==> src/hdl/blkrev_pkg.sv <==
package blkrev_pkg;

	// default sizing of the block
	localparam int MAX_GROUP_DEF   = 16;
	localparam int VALUE_WIDTH_DEF = 32;

	// largest group depth the descriptor count is sized for
	localparam int MAX_GROUP_LIMIT = 64;
	localparam int DESC_CNT_W      = $clog2(MAX_GROUP_LIMIT + 1);

	// group size register
	localparam int                   CFG_WIDTH      = 5;
	localparam logic [CFG_WIDTH-1:0] GROUP_SIZE_RST = CFG_WIDTH'(2);

	// one descriptor per buffer bank can be in flight
	localparam int QUEUE_DEPTH = 2;

	// closed group handed from front to back
	typedef struct packed {
		logic                  bank;
		logic [DESC_CNT_W-1:0] count;
		logic                  reverse;
		logic                  last;
	} group_desc_t;

	// back tells front that a bank has been fully read
	typedef struct packed {
		logic valid;
		logic bank;
	} bank_release_t;

endpackage

==> src/hdl/blkrev_ram.sv <==
module blkrev_ram #(
	parameter int WIDTH = 32,
	parameter int DEPTH = 32,
	localparam int AW = $clog2(DEPTH)
) (
	input  logic             clk,
	input  logic             wr_en,
	input  logic [AW-1:0]    wr_addr,
	input  logic [WIDTH-1:0] wr_data,
	input  logic             rd_en,
	input  logic [AW-1:0]    rd_addr,
	output logic [WIDTH-1:0] rd_data
);

	logic [WIDTH-1:0] mem_q [DEPTH];
	logic [WIDTH-1:0] rd_data_q;

	// one write port, one registered read port with enable
	always_ff @(posedge clk) begin
		if (wr_en) begin
			mem_q[wr_addr] <= wr_data;
		end
		if (rd_en) begin
			rd_data_q <= mem_q[rd_addr];
		end
	end

	assign rd_data = rd_data_q;

endmodule

==> src/hdl/blkrev_front.sv <==
module blkrev_front import blkrev_pkg::*; #(
	parameter int MAX_GROUP   = MAX_GROUP_DEF,
	parameter int VALUE_WIDTH = VALUE_WIDTH_DEF,
	localparam int CW = $clog2(MAX_GROUP + 1),
	localparam int IW = (MAX_GROUP > 1) ? $clog2(MAX_GROUP) : 1,
	localparam int AW = IW + 1
) (
	input  logic                   clk,
	input  logic                   arst_n,
	input  logic                   cfg_we,
	input  logic [CFG_WIDTH-1:0]   cfg_wdata,
	input  logic                   in_valid,
	output logic                   in_stall,
	input  logic [VALUE_WIDTH-1:0] item_value,
	input  logic                   list_last,
	output logic                   push,
	output group_desc_t            push_desc,
	input  bank_release_t          bank_release,
	output logic                   wr_en,
	output logic [AW-1:0]          wr_addr,
	output logic [VALUE_WIDTH-1:0] wr_data
);

	logic [CFG_WIDTH-1:0] group_size_q;
	logic [CW-1:0]        fill_q;
	logic                 wr_bank_q;
	logic [1:0]           busy_q;
	logic [1:0]           busy_d;
	logic [CW-1:0]        k_eff;
	logic [CW-1:0]        fill_inc;
	logic                 accept;
	logic                 full_grp;
	logic                 close;

	// effective group size: zero acts as one, large values clip to the depth
	always_comb begin
		if (group_size_q == '0) begin
			k_eff = CW'(1);
		end else if (32'(group_size_q) > 32'(MAX_GROUP)) begin
			k_eff = CW'(MAX_GROUP);
		end else begin
			k_eff = CW'(group_size_q);
		end
	end

	// accept while the bank being filled is not waiting to drain
	assign in_stall = busy_q[wr_bank_q];
	assign accept   = in_valid && !in_stall;
	assign fill_inc = fill_q + CW'(1);
	assign full_grp = (fill_inc >= k_eff);
	assign close    = full_grp || list_last;

	// store the item in the open bank
	assign wr_en   = accept;
	assign wr_addr = {wr_bank_q, fill_q[IW-1:0]};
	assign wr_data = item_value;

	// closed group goes to the queue
	assign push              = accept && close;
	assign push_desc.bank    = wr_bank_q;
	assign push_desc.count   = DESC_CNT_W'(fill_inc);
	assign push_desc.reverse = full_grp;
	assign push_desc.last    = list_last;

	// bank ownership
	always_comb begin
		busy_d = busy_q;
		if (bank_release.valid) begin
			busy_d[bank_release.bank] = 1'b0;
		end
		if (push) begin
			busy_d[wr_bank_q] = 1'b1;
		end
	end

	// config register, fill count and bank select
	always_ff @(posedge clk or negedge arst_n) begin
		if (!arst_n) begin
			group_size_q <= GROUP_SIZE_RST;
			fill_q       <= '0;
			wr_bank_q    <= 1'b0;
			busy_q       <= '0;
		end else begin
			if (cfg_we) begin
				group_size_q <= cfg_wdata;
			end
			if (accept) begin
				if (close) begin
					fill_q    <= '0;
					wr_bank_q <= !wr_bank_q;
				end else begin
					fill_q <= fill_inc;
				end
			end
			busy_q <= busy_d;
		end
	end

endmodule

==> src/hdl/blkrev_queue.sv <==
module blkrev_queue import blkrev_pkg::*; (
	input  logic        clk,
	input  logic        arst_n,
	input  logic        push,
	input  group_desc_t push_desc,
	input  logic        pop,
	output logic        head_valid,
	output group_desc_t head_desc
);

	localparam int PW = (QUEUE_DEPTH > 1) ? $clog2(QUEUE_DEPTH) : 1;
	localparam int NW = $clog2(QUEUE_DEPTH + 1);

	group_desc_t   entry_q [QUEUE_DEPTH];
	logic [PW-1:0] wr_ptr_q;
	logic [PW-1:0] rd_ptr_q;
	logic [NW-1:0] count_q;
	logic          do_push;
	logic          do_pop;

	assign head_valid = (count_q != '0);
	assign head_desc  = entry_q[rd_ptr_q];
	assign do_push    = push && (count_q != NW'(QUEUE_DEPTH));
	assign do_pop     = pop && head_valid;

	// descriptor storage
	always_ff @(posedge clk) begin
		if (do_push) begin
			entry_q[wr_ptr_q] <= push_desc;
		end
	end

	// pointers and occupancy
	always_ff @(posedge clk or negedge arst_n) begin
		if (!arst_n) begin
			wr_ptr_q <= '0;
			rd_ptr_q <= '0;
			count_q  <= '0;
		end else begin
			if (do_push) begin
				wr_ptr_q <= (wr_ptr_q == PW'(QUEUE_DEPTH - 1)) ? '0 : wr_ptr_q + PW'(1);
			end
			if (do_pop) begin
				rd_ptr_q <= (rd_ptr_q == PW'(QUEUE_DEPTH - 1)) ? '0 : rd_ptr_q + PW'(1);
			end
			if (do_push && !do_pop) begin
				count_q <= count_q + NW'(1);
			end else if (do_pop && !do_push) begin
				count_q <= count_q - NW'(1);
			end
		end
	end

endmodule

==> src/hdl/blkrev_back.sv <==
module blkrev_back import blkrev_pkg::*; #(
	parameter int MAX_GROUP   = MAX_GROUP_DEF,
	parameter int VALUE_WIDTH = VALUE_WIDTH_DEF,
	localparam int CW = $clog2(MAX_GROUP + 1),
	localparam int IW = (MAX_GROUP > 1) ? $clog2(MAX_GROUP) : 1,
	localparam int AW = IW + 1
) (
	input  logic                   clk,
	input  logic                   arst_n,
	input  logic                   head_valid,
	input  group_desc_t            head_desc,
	output logic                   pop,
	output bank_release_t          bank_release,
	output logic                   rd_en,
	output logic [AW-1:0]          rd_addr,
	input  logic [VALUE_WIDTH-1:0] rd_data,
	output logic                   out_valid,
	input  logic                   out_stall,
	output logic [VALUE_WIDTH-1:0] out_value,
	output logic                   run_end,
	output logic                   list_end
);

	logic [CW-1:0]          idx_q;
	logic [CW-1:0]          n;
	logic [CW-1:0]          src;
	logic                   last_rd;
	logic                   issue;
	logic                   out_adv;
	logic                   valid_s1;
	logic                   run_end_s1;
	logic                   list_end_s1;
	logic                   out_valid_q;
	logic [VALUE_WIDTH-1:0] out_value_q;
	logic                   run_end_q;
	logic                   list_end_q;

	// read order within the group at the queue head
	assign n       = CW'(head_desc.count);
	assign last_rd = (idx_q == n - CW'(1));
	assign src     = head_desc.reverse ? (n - CW'(1) - idx_q) : idx_q;

	// issue a read whenever the read stage can move on
	assign out_adv = !out_valid_q || !out_stall;
	assign issue   = head_valid && (!valid_s1 || out_adv);
	assign rd_en   = issue;
	assign rd_addr = {head_desc.bank, src[IW-1:0]};

	// retire the group on its final read and free its bank
	assign pop                = issue && last_rd;
	assign bank_release.valid = pop;
	assign bank_release.bank  = head_desc.bank;

	// read index, read stage and output register control
	always_ff @(posedge clk or negedge arst_n) begin
		if (!arst_n) begin
			idx_q       <= '0;
			valid_s1    <= 1'b0;
			out_valid_q <= 1'b0;
		end else begin
			if (issue) begin
				idx_q <= last_rd ? '0 : idx_q + CW'(1);
			end
			if (issue) begin
				valid_s1 <= 1'b1;
			end else if (out_adv) begin
				valid_s1 <= 1'b0;
			end
			if (out_adv) begin
				out_valid_q <= valid_s1;
			end
		end
	end

	// flags ride along with the read, data lands in the output register
	always_ff @(posedge clk) begin
		if (issue) begin
			run_end_s1  <= last_rd;
			list_end_s1 <= last_rd && head_desc.last;
		end
		if (out_adv && valid_s1) begin
			out_value_q <= rd_data;
			run_end_q   <= run_end_s1;
			list_end_q  <= list_end_s1;
		end
	end

	assign out_valid = out_valid_q;
	assign out_value = out_value_q;
	assign run_end   = run_end_q;
	assign list_end  = list_end_q;

endmodule

==> src/hdl/block_reverse_k_group.sv <==
// Reverses a value stream in groups of group_size items.
// Input channel: in_valid / in_stall with item_value and list_last. An item is
// taken on a clock edge with in_valid high and in_stall low.
// Output channel: out_valid / out_stall with out_value, run_end, list_end.
// run_end marks the last value released by one input item, list_end the last
// value of a list. A full group comes out newest first; a partial group closed
// by list_last comes out oldest first.
// Config: group_size is written with cfg_we / cfg_wdata while the block is idle.
// Zero acts as one, values above MAX_GROUP act as MAX_GROUP. Reset value is 2.
// Throughput: one item per cycle sustained. Two buffer banks alternate, so
// one group fills while the previous one drains; in_stall rises only when
// the bank to be filled next has not been drained yet.
// out_valid for the first value of a group rises after the edge that takes the
// item closing it, through the memory read and the output register, then one
// value per cycle while out_stall is low.
// out_stall holds the output register; the drain pauses and, once both banks
// are full, in_stall follows.
// Reset (arst_n low) empties the queue and both banks and restores group_size.
module block_reverse_k_group import blkrev_pkg::*; #(
	parameter int MAX_GROUP   = MAX_GROUP_DEF,
	parameter int VALUE_WIDTH = VALUE_WIDTH_DEF
) (
	input  logic                   clk,
	input  logic                   arst_n,
	input  logic                   cfg_we,
	input  logic [CFG_WIDTH-1:0]   cfg_wdata,
	input  logic                   in_valid,
	output logic                   in_stall,
	input  logic [VALUE_WIDTH-1:0] item_value,
	input  logic                   list_last,
	output logic                   out_valid,
	input  logic                   out_stall,
	output logic [VALUE_WIDTH-1:0] out_value,
	output logic                   run_end,
	output logic                   list_end
);

	localparam int IW = (MAX_GROUP > 1) ? $clog2(MAX_GROUP) : 1;
	localparam int AW = IW + 1;

	logic                   push;
	group_desc_t            push_desc;
	logic                   pop;
	logic                   head_valid;
	group_desc_t            head_desc;
	bank_release_t          bank_release;
	logic                   wr_en;
	logic [AW-1:0]          wr_addr;
	logic [VALUE_WIDTH-1:0] wr_data;
	logic                   rd_en;
	logic [AW-1:0]          rd_addr;
	logic [VALUE_WIDTH-1:0] rd_data;

	// intake and group classification
	blkrev_front #(
		.MAX_GROUP   (MAX_GROUP),
		.VALUE_WIDTH (VALUE_WIDTH)
	) u_front (
		.clk          (clk),
		.arst_n       (arst_n),
		.cfg_we       (cfg_we),
		.cfg_wdata    (cfg_wdata),
		.in_valid     (in_valid),
		.in_stall     (in_stall),
		.item_value   (item_value),
		.list_last    (list_last),
		.push         (push),
		.push_desc    (push_desc),
		.bank_release (bank_release),
		.wr_en        (wr_en),
		.wr_addr      (wr_addr),
		.wr_data      (wr_data)
	);

	// closed groups waiting to drain
	blkrev_queue u_queue (
		.clk        (clk),
		.arst_n     (arst_n),
		.push       (push),
		.push_desc  (push_desc),
		.pop        (pop),
		.head_valid (head_valid),
		.head_desc  (head_desc)
	);

	// two banks of group storage
	blkrev_ram #(
		.WIDTH (VALUE_WIDTH),
		.DEPTH (2 << IW)
	) u_ram (
		.clk     (clk),
		.wr_en   (wr_en),
		.wr_addr (wr_addr),
		.wr_data (wr_data),
		.rd_en   (rd_en),
		.rd_addr (rd_addr),
		.rd_data (rd_data)
	);

	// drain in group order
	blkrev_back #(
		.MAX_GROUP   (MAX_GROUP),
		.VALUE_WIDTH (VALUE_WIDTH)
	) u_back (
		.clk          (clk),
		.arst_n       (arst_n),
		.head_valid   (head_valid),
		.head_desc    (head_desc),
		.pop          (pop),
		.bank_release (bank_release),
		.rd_en        (rd_en),
		.rd_addr      (rd_addr),
		.rd_data      (rd_data),
		.out_valid    (out_valid),
		.out_stall    (out_stall),
		.out_value    (out_value),
		.run_end      (run_end),
		.list_end     (list_end)
	);

endmodule

==> config.mk <==
export PLATFORM = sky130hd
export DESIGN_NAME = block_reverse_k_group
export DESIGN_NICKNAME = d
export VERILOG_FILES = /design/src/hdl/blkrev_pkg.sv /design/src/hdl/blkrev_ram.sv /design/src/hdl/blkrev_front.sv /design/src/hdl/blkrev_queue.sv /design/src/hdl/blkrev_back.sv /design/src/hdl/block_reverse_k_group.sv
export SDC_FILE = /design/constraint.sdc
export NUM_CORES = 1
export LEC_CHECK = 0
export CAP_MARGIN = 5
export CORE_MARGIN = 2
export CORE_UTILIZATION = 46
export DETAILED_ROUTE_END_ITERATION = 10
export DONT_BUFFER_PORTS = 1
export PLACE_DENSITY = 0.75
export REMOVE_ABC_BUFFERS = 1
export SLEW_MARGIN = 10
export SYNTH_ARGS = -nofsm -noshare
export SYNTH_HDL_FRONTEND = slang
export SYNTH_SLANG_ARGS = --single-unit
export TNS_END_PERCENT = 1
==> constraint.sdc <==
create_clock -name clk -period 3.05 [get_ports clk]
set_input_delay 0.1525 -clock clk [delete_from_list [all_inputs] [get_ports clk]]
set_output_delay 0.1525 -clock clk [all_outputs]
set_load 0.1 [all_outputs]
==> key figures <==
Clock network
  • Inserted Clock Buffers: 109
  • Clock sinks: 1132
  • Clock latency at the later pin of the worst-skew pair: 700 ps
  • Clk Tree Root Cell: clkbuf_16
  • CTS tree: done
  • CTS H-tree lvls: 3
  • Reg clk slew, reported paths: 60 ps
  • CTS max path bufs: 3

Detailed routing
  • Routed vias: 26900
  • WL final: approximately 120 mm
  • TritonRoute pass-1 iters: 6
  • Routed WL per cell: 25.5 um
  • Drt initial violations: about 3500
  • Post-DR vias/cell: 5.89
  • DRT antenna net count: 0
  • Residual DRC: 0

Logic synthesis
  • Top FF cell, synth: edfxtp_1
  • Largest cells by area after synthesis: edfxtp_1 (76%), nand2_1 (8.4%), mux2i_1 (3.8%)
  • Asr flop ratio synth: under 10%
  • Synth Instances: roughly 3000
  • Seq cells post-synth: 1132
  • Leading area contributor after synthesis: edfxtp_1
  • Top cell type's share of synthesized area: 75.5%
  • EDFF count, synth: 1108
  • Mapped Area: around 0.044 mm2
  • Seq/Total Area, Yosys: 76.9%
  • Yosys warns: 0
  • Library cells used by synthesis: 44
  • Avg Cell Area, Syn: between 10 and 15 um2

Setup path
  • Worst Path Max Fanout: 7
  • Critical path class: reg -> reg
  • CP arrival: 3830 ps
  • CP Launch Type: register
  • Worst setup EP type: register
  • Worst R2R Start: u_queue.rd_ptr_q
  • CP startpoint: u_queue.rd_ptr_q
  • WP data required: ~3600 ps
  • Critical-path cell list: mux2i_4 -> ha_4 -> fa_2 -> xnor2_2 -> mux2i_1 -> buf_4 -> buf_6 -> nand2_4 -> buf_12 -> clkbuf_4 -> o221ai_1 -> a22oi_1 -> o211a_1
  • CP peak stage delay: approximately 440 ps
  • Worst path slowest cell: dfrtp_2

Floorplan
  • Die X: 314 um
  • Initial Util: 46.4%
  • Row count: 113
  • CORE AREA: 0.0950 mm2
  • Die height: 314 um
  • Ports: 79
  • Die Area: 0.0983 mm2

Hold path
  • Hold path start: cfg_wdata[4]
  • HP Class: in -> reg

Place
  • Detail Placement HPWL: 65.4 mm
  • Port bufs: 0
  • DP Cell Count: ~4300
  • GPL Wtd Cong: 0.827

Timing
  • Final worst setup slack: -242 ps
  • Final hold violation count: 0
  • Clock skew: between 30 and 40 ps
  • Max Fclk: 304 MHz
  • Final-report max-slew violation count: 0
  • Final period util: 108%
  • RSZ-0062 raised after global routing: true
  • Tmin final: about 3300 ps
  • Final Setup Violations: 32
  • Worst Tran Pin Value: 1190 ps
  • Final hold slack: 117 ps
  • Slew margin rel.: 20.2%

Outcome
  • Status: finished, violations left
  • Failing checks: negative setup slack

GRT
  • First-pass GRT wire length: approximately 170 mm
  • Initial antenna violation count: 4
  • Largest net degree at the start of global routing: between 50 and 60
  • Total GRT Usage: 22.9%
  • Vias in the first global route: 26500
  • GRT overflow: 0

Final layout
  • Fillers: a little over 7000
  • Layout area overhead: 20.1%
  • Share of cells above drive strength 1: between 10% and 20%
  • Non-filler cells, final: 4572
  • Layout Nets: about 3300

Power and ir drop
  • Leakage dissipation: ~19 nW
  • Power per cell area: roughly 1200 mW/mm2
  • VDD IR-drop max: 1.10 mV

Run
  • Max-cap viol count: 0
==> routing by layer <==
metal	vias up	global-route usage (%)	wire, um
met2	1601	38.6	57400
met4	4	8.76	4370
met1	13300	29.5	43200
met3	292	4.59	11500
li1	11700	-	-
met5	-	0	26
==> report_power, final <==
part | leakage (nW) | internal [W] | switching, W
Sequential | 10.3 | 0.0184 | 0.00192
Combinational | 6.84 | 0.0128 | 0.0166
Clock | 1.73 | 0.00754 | 0.00583
Total | 18.9 | 0.0388 | 0.0244
==> synth_stat cells, types with 6 or more instances <==
master / instances
o211a_1: 32
buf_1: 19
a22oi_1: 32
mux2i_1: 169
a32oi_1: 95
xnor2_1: 10
o221ai_1: 95
buf_4: 15
nor2_1: 40
xor2_1: 6
edfxtp_1: 1108
o22ai_1: 34
buf_6: 6
a221oi_1: 32
a21oi_1: 7
nor3_1: 7
dfrtp_1: 23
nand2_1: 981
ha_1: 15
inv_1: 13
nand3_1: 40
o21ai_0: 15
buf_2: 61
mux2_2: 9
clkbuf_1: 72
==> through the flow <==
step | setup slack, ps | power (W) | TNS, ps | area [um2] | util, %
after global placement | -300 | 0.0454 | -6190 | 48000 | 50.5
final | -242 | 0.0632 | -5180 | 52900 | 55.7
after global routing | -275 | 0.0656 | -7330 | 52900 | 55.7
after floorplan | -7700 | 0.0290 | -269480 | 43200 | -
after CTS | -191 | 0.0603 | -4890 | 52200 | 54.9
after detailed placement | -340 | 0.0459 | -8540 | 48000 | 50.5
==> path summary, 6_finish.rpt <==
kind                                      endpoint  slack, ps  cells after the start
min                        u_front.group_size_q[4]        120                      3
min reg2reg                   u_back.out_value[10]        420                      0
max in group asynchronous         u_queue.rd_ptr_q       2360                      4
min in group asynchronous  u_front.group_size_q[3]        510                      4
max reg2reg                      u_ram.rd_data[13]       -240                     13
max                              u_ram.rd_data[13]       -240                     13
==> repair_timing <==
item                                   4_1_cts  5_1_grt
cloned                                       2        9
gates resized for setup                     24       74
endpoints found under the hold margin     1101        0
setup endpoints to repair                   32       49
buffers inserted                             2       15
pin swaps                                   14       37
hold buffers                                45        0
==> cell type report <==
type                       instances  area [um2]  area share [%]
clock buffer                     127        2840            5.36
inverter                          13        48.8          0.0922
tap                             1265        1580            2.99
timing repair buffer             304        3810            7.19
clock inverter                    75         711            1.34
multi-input combinational       1655       10100            19.0
antenna                            1        2.50         0.00473
sequential                      1132       33900            64.0
==> kinds of logic (layout without fill, tap and decap cells) <==
family,after synthesis,count (layout),synth area share (%)
AOI/OAI and AO/OA,354,354,6.62
buffers and inverters,186,519,1.99
muxes,181,181,4.19
xor gates and xnor gates,16,16,0.318
adders and majority gates,16,16,0.471
and+or+nand+nor,1088,1088,9.55
other,0,1,0
DFF,1132,1132,76.9
==> placed cells by master (no fill, tap or decap), types with 40 or more instances in the layout <==
master and instances:
a32oi_1 80, buf_12 91, buf_4 142, clkbuf_16 119, dlygate4sd3_1 43, edfxtp_1 1108
mux2i_1 166, nand2_1 978, nand3_1 40, o221ai_1 74
==> registers in the layout, summed over array words and instances (netlist names), 2 cells and up <==
register and flops:
u_queue.entry_q 16, u_front.busy_q 2, u_ram.mem_q 1024, u_back.idx_q 5
u_front.fill_q 5, u_back.out_value 32, u_front.group_size_q 5, u_queue.count_q 2
u_ram.rd_data 32
==> worst max-delay path: cells and delay by family (launching register included) <==
family                   cells  cell delay, ps
AO/OA/AOI/OAI                3             710
buffers and inverters        4             650
adder cells (fa/ha/maj)      2             630
flip-flops                   1             440
multiplexers                 2             420
XOR/XNOR                     1             210
AND/OR/NAND/NOR              1              70
(Power assumes the default switching activity.)
